File: config.mk
export PLATFORM = sky130hd
export DESIGN_NAME = planar_odometry_integrator
export DESIGN_NICKNAME = d
export VERILOG_FILES = /design/src/hw/rtl/poi_pkg.sv /design/src/hw/rtl/planar_odometry_integrator.sv
export SDC_FILE = /design/constraint.sdc
export NUM_CORES = 2
export LEC_CHECK = 0
export BUFFER_PORTS_ARGS = -buffer_cell sky130_fd_sc_hd__buf_2
export CAP_MARGIN = 25
export CORE_UTILIZATION = 50
export CTS_BUF_LIST = sky130_fd_sc_hd__clkbuf_16
export CTS_CLUSTER_DIAMETER = 40
export CTS_CLUSTER_SIZE = 24
export DETAILED_ROUTE_END_ITERATION = 8
export PLACE_DENSITY = 0.67
export SYNTH_ARGS = -nofsm -noshare
export SYNTH_HDL_FRONTEND = slang
export SYNTH_SLANG_ARGS = --single-unit
File: constraint.sdc
create_clock -name i_clk -period 25.3 [get_ports i_clk]
set_input_delay 1.265 -clock i_clk [delete_from_list [all_inputs] [get_ports i_clk]]
set_output_delay 1.265 -clock i_clk [all_outputs]
set_load 0.01 [all_outputs]
File: src/hw/rtl/poi_pkg.sv
// shared constants and the cordic arctangent table for the planar odometry integrator
package poi_pkg;

    localparam int CORDIC_STEPS = 30;
    localparam logic [33:0] CORDIC_GAIN = 34'sd652032874;
    localparam logic [32:0] TURN_SCALE = 33'd683565276;

    localparam logic [1:0] REQ_CMD     = 2'd0;
    localparam logic [1:0] REQ_TICK    = 2'd1;
    localparam logic [1:0] REQ_RESTART = 2'd2;

    localparam logic [1:0] CFG_START_X   = 2'd0;
    localparam logic [1:0] CFG_START_Y   = 2'd1;
    localparam logic [1:0] CFG_START_HDG = 2'd2;

    function automatic logic [33:0] atan_lut(input logic [4:0] idx);
        logic [33:0] v;
        unique case (idx)
            5'd0:  v = 34'h020000000;
            5'd1:  v = 34'h012E4051D;
            5'd2:  v = 34'h009FB385B;
            5'd3:  v = 34'h0051111D4;
            5'd4:  v = 34'h0028B0D43;
            5'd5:  v = 34'h00145D7E1;
            5'd6:  v = 34'h000A2F61E;
            5'd7:  v = 34'h000517C55;
            5'd8:  v = 34'h00028BE53;
            5'd9:  v = 34'h000145F2E;
            5'd10: v = 34'h0000A2F98;
            5'd11: v = 34'h0000517CC;
            5'd12: v = 34'h000028BE6;
            5'd13: v = 34'h0000145F3;
            5'd14: v = 34'h00000A2F9;
            5'd15: v = 34'h00000517C;
            5'd16: v = 34'h0000028BE;
            5'd17: v = 34'h00000145F;
            5'd18: v = 34'h000000A2F;
            5'd19: v = 34'h000000517;
            5'd20: v = 34'h00000028B;
            5'd21: v = 34'h000000145;
            5'd22: v = 34'h0000000A2;
            5'd23: v = 34'h000000051;
            5'd24: v = 34'h000000028;
            5'd25: v = 34'h000000014;
            5'd26: v = 34'h00000000A;
            5'd27: v = 34'h000000005;
            5'd28: v = 34'h000000002;
            5'd29: v = 34'h000000001;
            default: v = 34'h000000000;
        endcase
        return v;
    endfunction

endpackage

File: src/hw/rtl/planar_odometry_integrator.sv
// planar dead-reckoning odometry integrator top level
// A command or restart transfer is absorbed directly in the idle state. A tick
// runs through two 30-step cordic passes (heading before the tick and half the
// heading after it) and eight products on one shift-add multiplier that retires
// one multiplier bit per cycle, each product after a load state. Input is taken
// only while no tick is in progress; a finished result may wait in the output
// register while the next commands are accepted, and the last cordic step of
// the next tick holds until that result has left.
module planar_odometry_integrator
    import poi_pkg::*;
#(
    parameter int ANGLE_BITS = 16
) (
    input  logic         i_clk,
    input  logic         i_rst_n,
    input  logic         s_axis_tvalid,
    output logic         s_axis_tready,
    // speed_x, speed_y, turn_rate, step_time
    input  logic [95:0]  s_axis_tdata,
    // req_type
    input  logic [1:0]   s_axis_tuser,
    output logic         m_axis_tvalid,
    input  logic         m_axis_tready,
    // out_x, out_y, out_heading, quat_z, quat_w, used_speed_x, used_speed_y, used_turn_rate
    output logic [183:0] m_axis_tdata,
    input  logic         i_cfg_wr_en,
    input  logic [1:0]   i_cfg_index,
    input  logic [31:0]  i_cfg_data
);

    typedef enum logic [2:0] {
        S_IDLE, S_ROT1, S_MUL_LOAD, S_MUL_RUN, S_ROT2
    } t_state;

    localparam int HSHIFT = 52 - ANGLE_BITS;

    t_state r_state;
    logic signed [31:0] r_start_x, r_start_y;
    logic [15:0] r_start_h;
    logic signed [31:0] r_px, r_py;
    logic [ANGLE_BITS-1:0] r_head;
    logic signed [23:0] r_vx, r_vy, r_w;
    logic [23:0] r_dt;

    logic signed [33:0] r_cx, r_cy, r_cz, r_c, r_s;
    logic r_neg;
    logic [4:0] r_ccnt;

    logic signed [63:0] r_acc, r_ma, r_sx, r_sy;
    logic signed [32:0] r_mb, r_r;
    logic [5:0] r_mcnt;
    logic [2:0] r_mstep;

    logic r_ovalid;
    logic [183:0] r_odata;

    // combinational helpers
    logic signed [33:0] n_cx, n_cy, n_cz, ys, xs, c_fin, s_fin;
    logic signed [63:0] op_a, n_acc, tmp64, sum64, satv;
    logic signed [32:0] op_b;
    logic [31:0] a32_1;
    logic [23:0] h24_in, h24_out;
    logic [ANGLE_BITS-1:0] head_restart, dstep;
    logic signed [34:0] qz_t, qw_t;
    logic signed [15:0] qz, qw;
    logic out_load;

    function automatic logic signed [15:0] to_q15(input logic signed [33:0] v);
        logic signed [34:0] t;
        t = (35'(v) + 35'sd16384) >>> 15;
        if (t > 35'sd32767) return 16'sd32767;
        if (t < -35'sd32768) return -16'sd32768;
        return t[15:0];
    endfunction

    always_comb begin
        h24_in = {r_start_h, 8'd0};
        head_restart = ANGLE_BITS'(h24_in >> (24 - ANGLE_BITS));
        h24_out = 24'(r_head) << (24 - ANGLE_BITS);
        a32_1 = 32'(r_head) << (32 - ANGLE_BITS);

        ys = r_cy >>> r_ccnt;
        xs = r_cx >>> r_ccnt;
        if (!r_cz[33]) begin
            n_cx = r_cx - ys;
            n_cy = r_cy + xs;
            n_cz = r_cz - atan_lut(r_ccnt);
        end else begin
            n_cx = r_cx + ys;
            n_cy = r_cy - xs;
            n_cz = r_cz + atan_lut(r_ccnt);
        end
        c_fin = r_neg ? -n_cx : n_cx;
        s_fin = r_neg ? -n_cy : n_cy;

        unique case (r_mstep)
            3'd0: begin op_a = 64'(r_vx); op_b = r_c[32:0]; end
            3'd1: begin op_a = 64'(r_vy); op_b = r_s[32:0]; end
            3'd2: begin op_a = 64'(r_vx); op_b = r_s[32:0]; end
            3'd3: begin op_a = 64'(r_vy); op_b = r_c[32:0]; end
            3'd4: begin op_a = r_sx >>> 30; op_b = {9'd0, r_dt}; end
            3'd5: begin op_a = r_sy >>> 30; op_b = {9'd0, r_dt}; end
            3'd6: begin op_a = 64'(r_w); op_b = {9'd0, r_dt}; end
            default: begin op_a = 64'(r_r); op_b = TURN_SCALE; end
        endcase

        if (!r_mb[0]) n_acc = r_acc;
        else if (r_mcnt == 6'd32) n_acc = r_acc - r_ma;
        else n_acc = r_acc + r_ma;

        tmp64 = n_acc >>> 20;
        sum64 = (r_mstep == 3'd4) ? 64'(r_px) + tmp64 : 64'(r_py) + tmp64;
        if (sum64 > 64'sd2147483647) satv = 64'sd2147483647;
        else if (sum64 < -64'sd2147483648) satv = -64'sd2147483648;
        else satv = sum64;
        dstep = ANGLE_BITS'(n_acc >>> HSHIFT);

        qz_t = 35'(s_fin);
        qw_t = 35'(c_fin);
        qz = to_q15(qz_t[33:0]);
        qw = to_q15(qw_t[33:0]);

        out_load = (r_state == S_ROT2) && (r_ccnt == 5'(CORDIC_STEPS - 1))
                   && (!r_ovalid || m_axis_tready);
    end

    function automatic logic signed [33:0] fold_z(input logic [31:0] a);
        logic signed [33:0] z;
        z = 34'(signed'(a));
        if (z > 34'sd1073741824) z = z - 34'sd2147483648;
        else if (z < -34'sd1073741824) z = z + 34'sd2147483648;
        return z;
    endfunction

    function automatic logic fold_neg(input logic [31:0] a);
        logic signed [33:0] z;
        z = 34'(signed'(a));
        return (z > 34'sd1073741824) || (z < -34'sd1073741824);
    endfunction

    assign s_axis_tready = (r_state == S_IDLE);
    assign m_axis_tvalid = r_ovalid;
    assign m_axis_tdata  = r_odata;

    always_ff @(posedge i_clk) begin
        if (!i_rst_n) begin
            r_state   <= S_IDLE;
            r_start_x <= '0;
            r_start_y <= '0;
            r_start_h <= '0;
            r_px      <= '0;
            r_py      <= '0;
            r_head    <= '0;
            r_vx      <= '0;
            r_vy      <= '0;
            r_w       <= '0;
            r_ovalid  <= 1'b0;
        end else begin
            if (i_cfg_wr_en) begin
                unique case (i_cfg_index)
                    CFG_START_X:   r_start_x <= i_cfg_data;
                    CFG_START_Y:   r_start_y <= i_cfg_data;
                    CFG_START_HDG: r_start_h <= i_cfg_data[15:0];
                    default: ;
                endcase
            end
            if (out_load) r_ovalid <= 1'b1;
            else if (r_ovalid && m_axis_tready) r_ovalid <= 1'b0;

            unique case (r_state)
                S_IDLE: begin
                    if (s_axis_tvalid) begin
                        unique case (s_axis_tuser)
                            REQ_CMD: begin
                                r_vx <= s_axis_tdata[23:0];
                                r_vy <= s_axis_tdata[47:24];
                                r_w  <= s_axis_tdata[71:48];
                            end
                            REQ_RESTART: begin
                                r_px   <= r_start_x;
                                r_py   <= r_start_y;
                                r_head <= head_restart;
                            end
                            REQ_TICK: begin
                                r_dt   <= s_axis_tdata[95:72];
                                r_cx   <= CORDIC_GAIN;
                                r_cy   <= '0;
                                r_cz   <= fold_z(a32_1);
                                r_neg  <= fold_neg(a32_1);
                                r_ccnt <= '0;
                                r_state <= S_ROT1;
                            end
                            default: ;
                        endcase
                    end
                end
                S_ROT1, S_ROT2: begin
                    if (r_state == S_ROT1 || r_ccnt != 5'(CORDIC_STEPS - 1) || out_load) begin
                        r_cx   <= n_cx;
                        r_cy   <= n_cy;
                        r_cz   <= n_cz;
                        r_ccnt <= r_ccnt + 5'd1;
                        if (r_ccnt == 5'(CORDIC_STEPS - 1)) begin
                            if (r_state == S_ROT1) begin
                                r_c     <= c_fin;
                                r_s     <= s_fin;
                                r_mstep <= '0;
                                r_state <= S_MUL_LOAD;
                            end else begin
                                r_odata <= {r_w, r_vy, r_vx, qw, qz, h24_out[23:8], r_py, r_px};
                                r_vx    <= '0;
                                r_vy    <= '0;
                                r_w     <= '0;
                                r_state <= S_IDLE;
                            end
                        end
                    end
                end
                S_MUL_LOAD: begin
                    r_acc   <= '0;
                    r_ma    <= op_a;
                    r_mb    <= op_b;
                    r_mcnt  <= '0;
                    r_state <= S_MUL_RUN;
                end
                S_MUL_RUN: begin
                    r_acc  <= n_acc;
                    r_ma   <= r_ma <<< 1;
                    r_mb   <= r_mb >>> 1;
                    r_mcnt <= r_mcnt + 6'd1;
                    if (r_mcnt == 6'd32) begin
                        unique case (r_mstep)
                            3'd0: r_sx <= n_acc;
                            3'd1: r_sx <= r_sx - n_acc;
                            3'd2: r_sy <= n_acc;
                            3'd3: r_sy <= r_sy + n_acc;
                            3'd4: r_px <= satv[31:0];
                            3'd5: r_py <= satv[31:0];
                            3'd6: r_r  <= 33'(n_acc >>> 16);
                            default: r_head <= r_head + dstep;
                        endcase
                        r_mstep <= r_mstep + 3'd1;
                        if (r_mstep == 3'd7) begin
                            r_cx    <= CORDIC_GAIN;
                            r_cy    <= '0;
                            r_cz    <= fold_z(32'(32'(r_head + dstep) << (32 - ANGLE_BITS)) >> 1);
                            r_neg   <= fold_neg(32'(32'(r_head + dstep) << (32 - ANGLE_BITS)) >> 1);
                            r_ccnt  <= '0;
                            r_state <= S_ROT2;
                        end else begin
                            r_state <= S_MUL_LOAD;
                        end
                    end
                end
                default: r_state <= S_IDLE;
            endcase
        end
    end

endmodule
# After elaboration in Yosys (flattened, before gate mapping)
# Memories as Yosys holds them, arrays and structs flattened. A register that Yosys moved wholly into a read port is not among the register bits.
# Cells that the tools add are included.
[op_classes] addsub=25 order_cmp=10 n_eq_ne=31 n_shift=2 mux=111 bitwise=2 n_reduce_logical=47
[ops] cell="two-way mux 34 bit" n=25
[ops] cell="one-hot mux 64 bit (2 select lines)" n=4
[ops] cell="two-way mux 32 bit" n=10
[ops] cell="one-hot mux 64 bit (5 select lines)" n=1
[ops] cell="one-hot mux 34 bit (3 select lines)" n=3
[ops] cell="two-way mux 24 bit" n=9
[ops] cell="two-way mux 16 bit" n=12
[ops] cell="two-way mux 64 bit" n=3
[ops] cell="one-hot mux 24 bit (2 select lines)" n=3
[ops] cell="adder 64 bit" n=2
[ops] cell="one-hot mux 32 bit (2 select lines)" n=2
[ops] cell="subtractor 64 bit" n=2
[ops] cell="adder 34 bit" n=3
[ops] cell="subtractor 34 bit" n=3
[ops] cell="one-hot mux 33 bit (3 select lines)" n=1
[ops] cell="adder 32 x 44 -> 45 bit" n=2
[ops] cell="adder 34 x 16 -> 35 bit, second input constant" n=2
[ops] cell="negation 34 bit" n=2
[ops] cell=">>> shifter 34 x 5 -> 34 bit" n=2
[ops] cell="one-hot mux 33 bit (2 select lines)" n=1
[ops] cell="> comparator 64 x 32 -> 1 bit, second input constant" n=1
[ops] cell="< comparator 32 x 31 -> 1 bit, second input constant" n=2
[ops] cell="< comparator 64 x 32 -> 1 bit, second input constant" n=1
[ops] cell="> comparator 20 x 16 -> 1 bit, second input constant" n=2
[ops] cell="49 further kinds" n=130
[word_totals] reg_bits=949 mem_bits_ro=1920 in_bits=137 output_inout_bits=186 memories=2
[mem_list] name="(name not given)" words=32 width=30 read_ports=1 rd_ports_with_merged_regs=1 write_ports=0 line="poi_pkg.sv:18" rtl="unique case (idx)"
[mem_list] name="(name not given)" words=32 width=30 read_ports=1 rd_ports_with_merged_regs=1 write_ports=0 line="poi_pkg.sv:18"

# Depth between registers and ports, before layout
[logic_depth] ltp_word=11 ltp_mapped=48

# Least setup slack after synthesis
# Ideal clock, no wire load.
[synth_path] path_kind="register to register" start="register r_mcnt[0]" end="register r_py[10]" arrival_time_ns=8.996 setup_slack_ns=16.180 stages_incl_launch_ff=46 path_buffers=2 synth_period_minus_slack_ns=9.120 cell_sequence="edfxtp_1 -> inv_1 -> ha_1 -> nand2_1 -> nor4_1 -> clkbuf_1 -> a21oi_1 -> xnor2_1 -> ha_1 -> a211o_1 -> o211ai_1 -> a2bb2oi_1 -> nand2_1 -> o21a_1 -> o21a_1 -> o21ai_0 -> a21boi_0 -> o21ai_0 -> [... 10 more ...] -> a21oi_1 -> nor2b_1 -> o21a_1 -> o21ai_0 -> o31ai_1 -> a2111oi_0 -> nor3_1 -> nand4_1 -> a31oi_1 -> o311ai_1 -> a21oi_1 -> or3_1 -> a221oi_1 -> nand3_1 -> o211a_1 -> nor2_2 -> buf_2 -> a31oi_1"
[synth_via] elab_chain_cells=11 word_cells_on_any_way=15 cone_classes="add/sub: 2; order compare: 2; eq/ne: 2; mux: 8; reduce/logical: 1"
[synth_lines] item="from (decl)" line="planar_odometry_integrator.sv:51" rtl="logic [5:0] r_mcnt;"
[synth_lines] item="from (signal assigned)" line="planar_odometry_integrator.sv:230" rtl="r_mcnt <= r_mcnt + 6'd1;"
[synth_lines] item="equality test 6 bit (*)" line="planar_odometry_integrator.sv:108" rtl="else if (r_mcnt == 6'd32) n_acc = r_acc - r_ma;"
[synth_lines] item="two-way mux 64 bit (*)" line="planar_odometry_integrator.sv:108"
[synth_lines] item="two-way mux 64 bit (*)" line="planar_odometry_integrator.sv:107" rtl="if (!r_mb[0]) n_acc = r_acc;"
[synth_lines] item="net n_acc[22]" line="planar_odometry_integrator.sv:59" rtl="logic signed [63:0] op_a, n_acc, tmp64, sum64, satv;"
[synth_lines] item="adder 32 x 44 -> 45 bit" line="planar_odometry_integrator.sv:112" rtl="sum64 = (r_mstep == 3'd4) ? 64'(r_px) + tmp64 : 64'(r_py) + tmp64;"
[synth_lines] item="two-way mux 64 bit (*)" line="planar_odometry_integrator.sv:112"
[synth_lines] item="< comparator 64 x 32 -> 1 bit" line="planar_odometry_integrator.sv:114" rtl="else if (sum64 < -64'sd2147483648) satv = -64'sd2147483648;"
[synth_lines] item="two-way mux 32 bit" line="planar_odometry_integrator.sv:114"
[synth_lines] item="two-way mux 32 bit (*)" line="planar_odometry_integrator.sv:113" rtl="if (sum64 > 64'sd2147483647) satv = 64'sd2147483647;"
[synth_lines] item="two-way mux 32 bit (*)" line="planar_odometry_integrator.sv:232" rtl="unique case (r_mstep)"
[synth_lines] item="two-way mux 32 bit (*)" line="planar_odometry_integrator.sv:231" rtl="if (r_mcnt == 6'd32) begin"
[synth_lines] item="one-hot mux 32 bit (2 select lines) (*)" line="planar_odometry_integrator.sv:170" rtl="unique case (r_state)"
[synth_lines] item="to (signal assigned)" line="planar_odometry_integrator.sv:181" rtl="r_py <= r_start_y;"
[synth_lines] item="to (signal assigned)" line="planar_odometry_integrator.sv:238" rtl="3'd5: r_py <= satv[31:0];"
[synth_lines] item="to (decl)" line="planar_odometry_integrator.sv:40" rtl="logic signed [31:0] r_px, r_py;"
# The timed path passes the listed nets; every way through them passes the cells marked *. The select of a mux whose other input is x is not followed.
# A chain may end at the register's enable or synchronous reset.

# Final worst setup path
[layout_path] start="register r_ma[0]" end="register r_px[21]"
[layout_via] elab_chain_cells=11 word_cells_on_any_way=14 cone_classes="add/sub: 4; order compare: 2; mux: 8"
[layout_lines] item="from (decl)" line="planar_odometry_integrator.sv:49" rtl="logic signed [63:0] r_acc, r_ma, r_sx, r_sy;"
[layout_lines] item="from (signal assigned)" line="planar_odometry_integrator.sv:221" rtl="r_ma <= op_a;"
[layout_lines] item="from (signal assigned)" line="planar_odometry_integrator.sv:228" rtl="r_ma <= r_ma <<< 1;"
[layout_lines] item="adder 64 bit or subtractor 64 bit (tied branches)" line="planar_odometry_integrator.sv:109, planar_odometry_integrator.sv:108"
[layout_lines] item="two-way mux 64 bit (*)" line="planar_odometry_integrator.sv:108"
[layout_lines] item="two-way mux 64 bit (*)" line="planar_odometry_integrator.sv:107"
[layout_lines] item="net n_acc[47]" line="planar_odometry_integrator.sv:59"
[layout_lines] item="adder 32 x 44 -> 45 bit" line="planar_odometry_integrator.sv:112"
[layout_lines] item="two-way mux 64 bit (*)" line="planar_odometry_integrator.sv:112"
[layout_lines] item="< comparator 64 x 32 -> 1 bit" line="planar_odometry_integrator.sv:114"
[layout_lines] item="two-way mux 32 bit" line="planar_odometry_integrator.sv:114"
[layout_lines] item="two-way mux 32 bit (*)" line="planar_odometry_integrator.sv:113"
[layout_lines] item="two-way mux 32 bit (*)" line="planar_odometry_integrator.sv:232"
[layout_lines] item="two-way mux 32 bit (*)" line="planar_odometry_integrator.sv:231"
[layout_lines] item="one-hot mux 32 bit (2 select lines) (*)" line="planar_odometry_integrator.sv:170"
[layout_lines] item="to (signal assigned)" line="planar_odometry_integrator.sv:180" rtl="r_px <= r_start_x;"
[layout_lines] item="to (signal assigned)" line="planar_odometry_integrator.sv:237" rtl="3'd4: r_px <= satv[31:0];"
[layout_lines] item="to (decl)" line="planar_odometry_integrator.sv:40"
# Marked as above.

==> impl_results.html <==
<table>
<tr><th>Metric</th><th>Value</th></tr>
<tr><th colspan="2">Global routing</th></tr>
<tr><td>Total congestion overflow</td><td>0</td></tr>
<tr><td>Number of global-route vias before repair</td><td>53,411</td></tr>
<tr><td>Number of antenna violations at the first check in global routing</td><td>6</td></tr>
<tr><td>Global-route wire length before repair</td><td>316 mm</td></tr>
<tr><td>All-Layer GR Usage</td><td>0.307</td></tr>
<tr><td>Maximum number of pins on one net before global-route repair</td><td>110</td></tr>
<tr><th colspan="2">Yosys</th></tr>
<tr><td>Top-count cell post-synth</td><td>sky130_fd_sc_hd__nand2_1</td></tr>
<tr><td>Number of instances in the synthesized netlist</td><td>7,065</td></tr>
<tr><td>Number of different library cells in the post-synthesis netlist</td><td>115</td></tr>
<tr><td>Synth async-reset ratio</td><td>0</td></tr>
<tr><td>Cell types with the highest counts after synthesis</td><td>sky130_fd_sc_hd__nand2_1, sky130_fd_sc_hd__edfxtp_1, sky130_fd_sc_hd__nor2_1</td></tr>
<tr><td>Syn Area/Cell</td><td>9.34 um^2</td></tr>
<tr><td>Most area-consuming cells after synthesis</td><td>sky130_fd_sc_hd__edfxtp_1, sky130_fd_sc_hd__dfxtp_1, sky130_fd_sc_hd__ha_1</td></tr>
<tr><td>Portion of synthesized cell area occupied by the leading cell type</td><td>0.324</td></tr>
<tr><td>Share of synthesized area occupied by flip-flops and latches</td><td>0.405</td></tr>
<tr><td>Synth area leader</td><td>sky130_fd_sc_hd__edfxtp_1</td></tr>
<tr><td>Number of synthesis warnings</td><td>0</td></tr>
<tr><td>Cell Area, Synth</td><td>66,000 um^2</td></tr>
<tr><td>#FFs+latches synth</td><td>979</td></tr>
<tr><td>Number of flops mapped to enable cells by yosys</td><td>713</td></tr>
<tr><td>Prevailing post-synth register cell</td><td>sky130_fd_sc_hd__edfxtp_1</td></tr>
<tr><td>Synthesized net count</td><td>7,567</td></tr>
<tr><th colspan="2">Worst setup path</th></tr>
<tr><td>Critical R2R Launch</td><td>r_ma[0]$_SDFFCE_PP0P_</td></tr>
<tr><td>Worst endpoint data arrival time</td><td>11.73 ns</td></tr>
<tr><td>Worst setup SP type</td><td>flop</td></tr>
<tr><td>Standard cell with the maximum stage delay on the critical path</td><td>sky130_fd_sc_hd__a31o_2</td></tr>
<tr><td>Type of the worst setup path</td><td>reg2reg</td></tr>
<tr><td>Required time reported for the critical path endpoint</td><td>26.02 ns</td></tr>
<tr><td>Kind of end point of the critical path</td><td>flop</td></tr>
<tr><td>Critical Path Start</td><td>r_ma[0]$_SDFFCE_PP0P_</td></tr>
<tr><td>Max Fanout on Critical Path</td><td>28</td></tr>
<tr><td>Longest individual stage delay on the worst path</td><td>0.80 ns</td></tr>
<tr><td>Most Frequent Cell on Critical Path</td><td>sky130_fd_sc_hd__a21oi_1</td></tr>
<tr><th colspan="2">Power and ir drop</th></tr>
<tr><td>Maximum resistive drop on vdd</td><td>0.0000649 V</td></tr>
<tr><td>Pwr dens</td><td>84.9 nW/um^2</td></tr>
<tr><td>Reported leakage power</td><td>29.0 nW</td></tr>
<tr><th colspan="2">Clocking</th></tr>
<tr><td>Gates resized, CTS repair</td><td>0</td></tr>
<tr><td>CTS hold repair buffers</td><td>0</td></tr>
<tr><td>Skew-Pair Late Insertion Delay</td><td>0.82 ns</td></tr>
<tr><td>Root buffer cell</td><td>sky130_fd_sc_hd__clkbuf_16</td></tr>
<tr><td>CTS tree</td><td>done</td></tr>
<tr><td>Total CTS buffers</td><td>158</td></tr>
<tr><td>Setup fix buffers added after clock tree synthesis</td><td>0</td></tr>
<tr><td>Clock Path Buffers</td><td>3</td></tr>
<tr><td>Post-CTS clock slew at the launch and capture registers of the worst setup and hold paths</td><td>0.06 ns</td></tr>
<tr><td>H-tree levels</td><td>4</td></tr>
<tr><td>TritonCTS Sinks</td><td>979</td></tr>
<tr><th colspan="2">Layout</th></tr>
<tr><td>Area occupied by multi-input gates</td><td>37,100 um^2</td></tr>
<tr><td>Fill count</td><td>11,524</td></tr>
<tr><td>Register area</td><td>26,700 um^2</td></tr>
<tr><td>Area growth, synth to finish</td><td>13.4%</td></tr>
<tr><td>Number of non-filler instances in the completed layout</td><td>9,173</td></tr>
<tr><td>End-of-flow core utilization</td><td>0.575</td></tr>
<tr><td>Final instance area</td><td>74,800 um^2</td></tr>
<tr><td>Total number of nets in the final design</td><td>7,796</td></tr>
<tr><td>Layout cell share with drive strength beyond 1</td><td>0.129</td></tr>
<tr><th colspan="2">Detailed routing</th></tr>
<tr><td>Count of routing violations after the opening detailed-route iteration</td><td>5,347</td></tr>
<tr><td>Router iterations before antenna repair</td><td>8</td></tr>
<tr><td>Average wire length per cell after detail routing</td><td>23.0 um</td></tr>
<tr><td>Antenna violation net count after detailed routing</td><td>0</td></tr>
<tr><td>Number of vias after detailed routing</td><td>56,999</td></tr>
<tr><td>Vias per std cell</td><td>6.21</td></tr>
<tr><td>Total routed wirelength</td><td>211 mm</td></tr>
<tr><td>Post-detailed-route DRC marker count</td><td>0</td></tr>
<tr><th colspan="2">Timing</th></tr>
<tr><td>Number of max-slew violations in the final report</td><td>0</td></tr>
<tr><td>Total setup violations reported at the end of the flow</td><td>0</td></tr>
<tr><td>Slew Limit Headroom</td><td>0.211</td></tr>
<tr><td>Final Cycle Share</td><td>0.435</td></tr>
<tr><td>Transition time at the pin with the least slew margin</td><td>1.17 ns</td></tr>
<tr><td>RSZ-0062 raised after global routing</td><td>no</td></tr>
<tr><td>Post-route setup TNS</td><td>0 ns</td></tr>
<tr><td>Final count of hold timing violations</td><td>0</td></tr>
<tr><td>Minimum period implied by the final worst setup slack</td><td>11.00 ns</td></tr>
<tr><td>Final setup margin</td><td>14.30 ns</td></tr>
<tr><td>Highest clock frequency the design can meet</td><td>90.9 MHz</td></tr>
<tr><td>Fin Clk Skew</td><td>0.0618 ns</td></tr>
<tr><th colspan="2">Placement</th></tr>
<tr><td>Final GP Congestion</td><td>0.989</td></tr>
<tr><td>Count of placed standard cells including taps</td><td>8,873</td></tr>
<tr><td>Count of buffers inserted at the top-level ports</td><td>322</td></tr>
<tr><td>Placed wire-length estimate</td><td>155 mm</td></tr>
<tr><td>Standard cell area after detailed placement</td><td>69,200 um^2</td></tr>
<tr><td>Post-Place Setup Slack</td><td>14.49 ns</td></tr>
<tr><th colspan="2">Floorplan</th></tr>
<tr><td>Height of the die</td><td>365 um</td></tr>
<tr><td>Num rows</td><td>132</td></tr>
<tr><td>Die ar.</td><td>133,000 um^2</td></tr>
<tr><td>Die Span X</td><td>365 um</td></tr>
<tr><td>Effective utilization at floorplan</td><td>0.507</td></tr>
<tr><td>Core ar.</td><td>130,000 um^2</td></tr>
<tr><td>Num ports</td><td>323</td></tr>
<tr><th colspan="2">Worst hold path</th></tr>
<tr><td>Source of the worst hold timing path</td><td>r_py[10]$_SDFFE_PN0P_</td></tr>
<tr><td>Hold Path Class</td><td>reg2reg</td></tr>
<tr><th colspan="2">Run</th></tr>
<tr><td>Max cap viols</td><td>0</td></tr>
<tr><th colspan="2">Run status</th></tr>
<tr><td>Status</td><td>finished, final reports clean</td></tr>
</table>
## routing by layer
layer / routed length (um) / track usage
met5: 0 / 0
met3: 14800 / 0.0477
met1: 84700 / 0.385
met4: 12300 / 0.168
met2: 99200 / 0.508
## cells by family after synthesis
logic type	share of synthesized area
AO/OA/AOI/OAI	0.205
multiplexers	0.0513
buffers and inverters	0.0349
AND/OR/NAND/NOR	0.160
XOR/XNOR	0.0705
adder cells (fa/ha/maj)	0.0732
flip-flops	0.405
## path summary, 6_finish.rpt
check	cells after the start	slack [ns]	endpoint
setup / recovery	36	14.30	r_px[21]$_SDFFE_PN0P_
hold reg to reg	0	0.46	m_axis_tdata[42]$_DFFE_PP_
setup reg to reg	36	14.30	r_px[21]$_SDFFE_PN0P_
hold / removal	0	0.46	m_axis_tdata[42]$_DFFE_PP_
## stage by stage
step / hold WS (ns) / power, W
final: 0.455 / 0.00635
after global routing: 0.464 / 0.00663
after CTS: 0.450 / 0.00634
after detailed placement: 0.434 / 0.00409
after global placement: 0.431 / 0.00406
after floorplan: 0.419 / 0.00350
## placed cells by master, fill, tap and decap left out, types with 22 or more instances in the layout
cell type	netlist	routed
sky130_fd_sc_hd__o21ai_0	435	435
sky130_fd_sc_hd__nor4_1	32	31
sky130_fd_sc_hd__mux4_2	85	85
sky130_fd_sc_hd__dfxtp_1	266	266
sky130_fd_sc_hd__nand3_1	190	190
sky130_fd_sc_hd__edfxtp_1	713	713
sky130_fd_sc_hd__a22oi_1	62	62
sky130_fd_sc_hd__xor2_1	195	195
sky130_fd_sc_hd__o31ai_1	44	44
sky130_fd_sc_hd__a31oi_1	105	105
sky130_fd_sc_hd__ha_1	357	356
sky130_fd_sc_hd__a211oi_1	59	59
sky130_fd_sc_hd__inv_6	0	26
sky130_fd_sc_hd__and2_1	68	65
sky130_fd_sc_hd__or3_1	70	69
sky130_fd_sc_hd__nor2_1	653	648
sky130_fd_sc_hd__o211ai_1	50	50
sky130_fd_sc_hd__a21oi_1	535	535
sky130_fd_sc_hd__o21a_1	76	76
sky130_fd_sc_hd__buf_2	19	321
sky130_fd_sc_hd__a221oi_1	24	24
sky130_fd_sc_hd__nand2_1	751	748
sky130_fd_sc_hd__o21bai_1	47	47
sky130_fd_sc_hd__inv_1	233	245
sky130_fd_sc_hd__xnor2_1	334	334
sky130_fd_sc_hd__mux2_2	66	66
sky130_fd_sc_hd__buf_4	8	94
sky130_fd_sc_hd__and3_1	59	59
sky130_fd_sc_hd__nand2b_1	75	74
sky130_fd_sc_hd__a222oi_1	25	25
sky130_fd_sc_hd__a21o_1	178	178
sky130_fd_sc_hd__or2_2	22	22
sky130_fd_sc_hd__nor3_1	131	127
sky130_fd_sc_hd__nor2b_1	73	71
sky130_fd_sc_hd__nand4_1	62	62
sky130_fd_sc_hd__mux2i_1	73	72
sky130_fd_sc_hd__clkbuf_16	0	164
sky130_fd_sc_hd__a21boi_0	174	174
## critical path: cells and delay by family, from the launching register on
kind,cells,cell delay (ns)
compound gates,17,5.41
fa+ha+maj,3,0.97
simple gates,11,2.77
flops,1,0.44
buf+inv,2,0.46
mux,1,0.55
xor+xnor,2,0.29
## registers in the layout, summed over array words and instances, names as in the netlist, 33 cells and up, named ones only
register,count
r_sy,64
r_cx,34
r_acc,64
r_ma,64
m_axis_tdata,184
r_cz,34
r_r,33
r_s,33
r_mb,33
r_c,33
r_cy,34
r_sx,64
## cell type report
cell class              instances  share of cell area
clock inverters               130              0.0198
clock buffers                 164              0.0548
well taps                    1742              0.0291
inverters                     240              0.0121
multi-input cells            5496               0.495
diodes                          3            0.000100
flip-flops and latches        979               0.357
repair buffers                419              0.0317
## power by group
group | leakage, nW | switching (W) | internal (W)
Clock | 2.77 | 0.000895 | 0.00135
Sequential | 8.69 | 0.0000602 | 0.00186
Combinational | 17.5 | 0.00139 | 0.000797
Total | 29.0 | 0.00234 | 0.00401
Power figures use the tool's default switching activity.
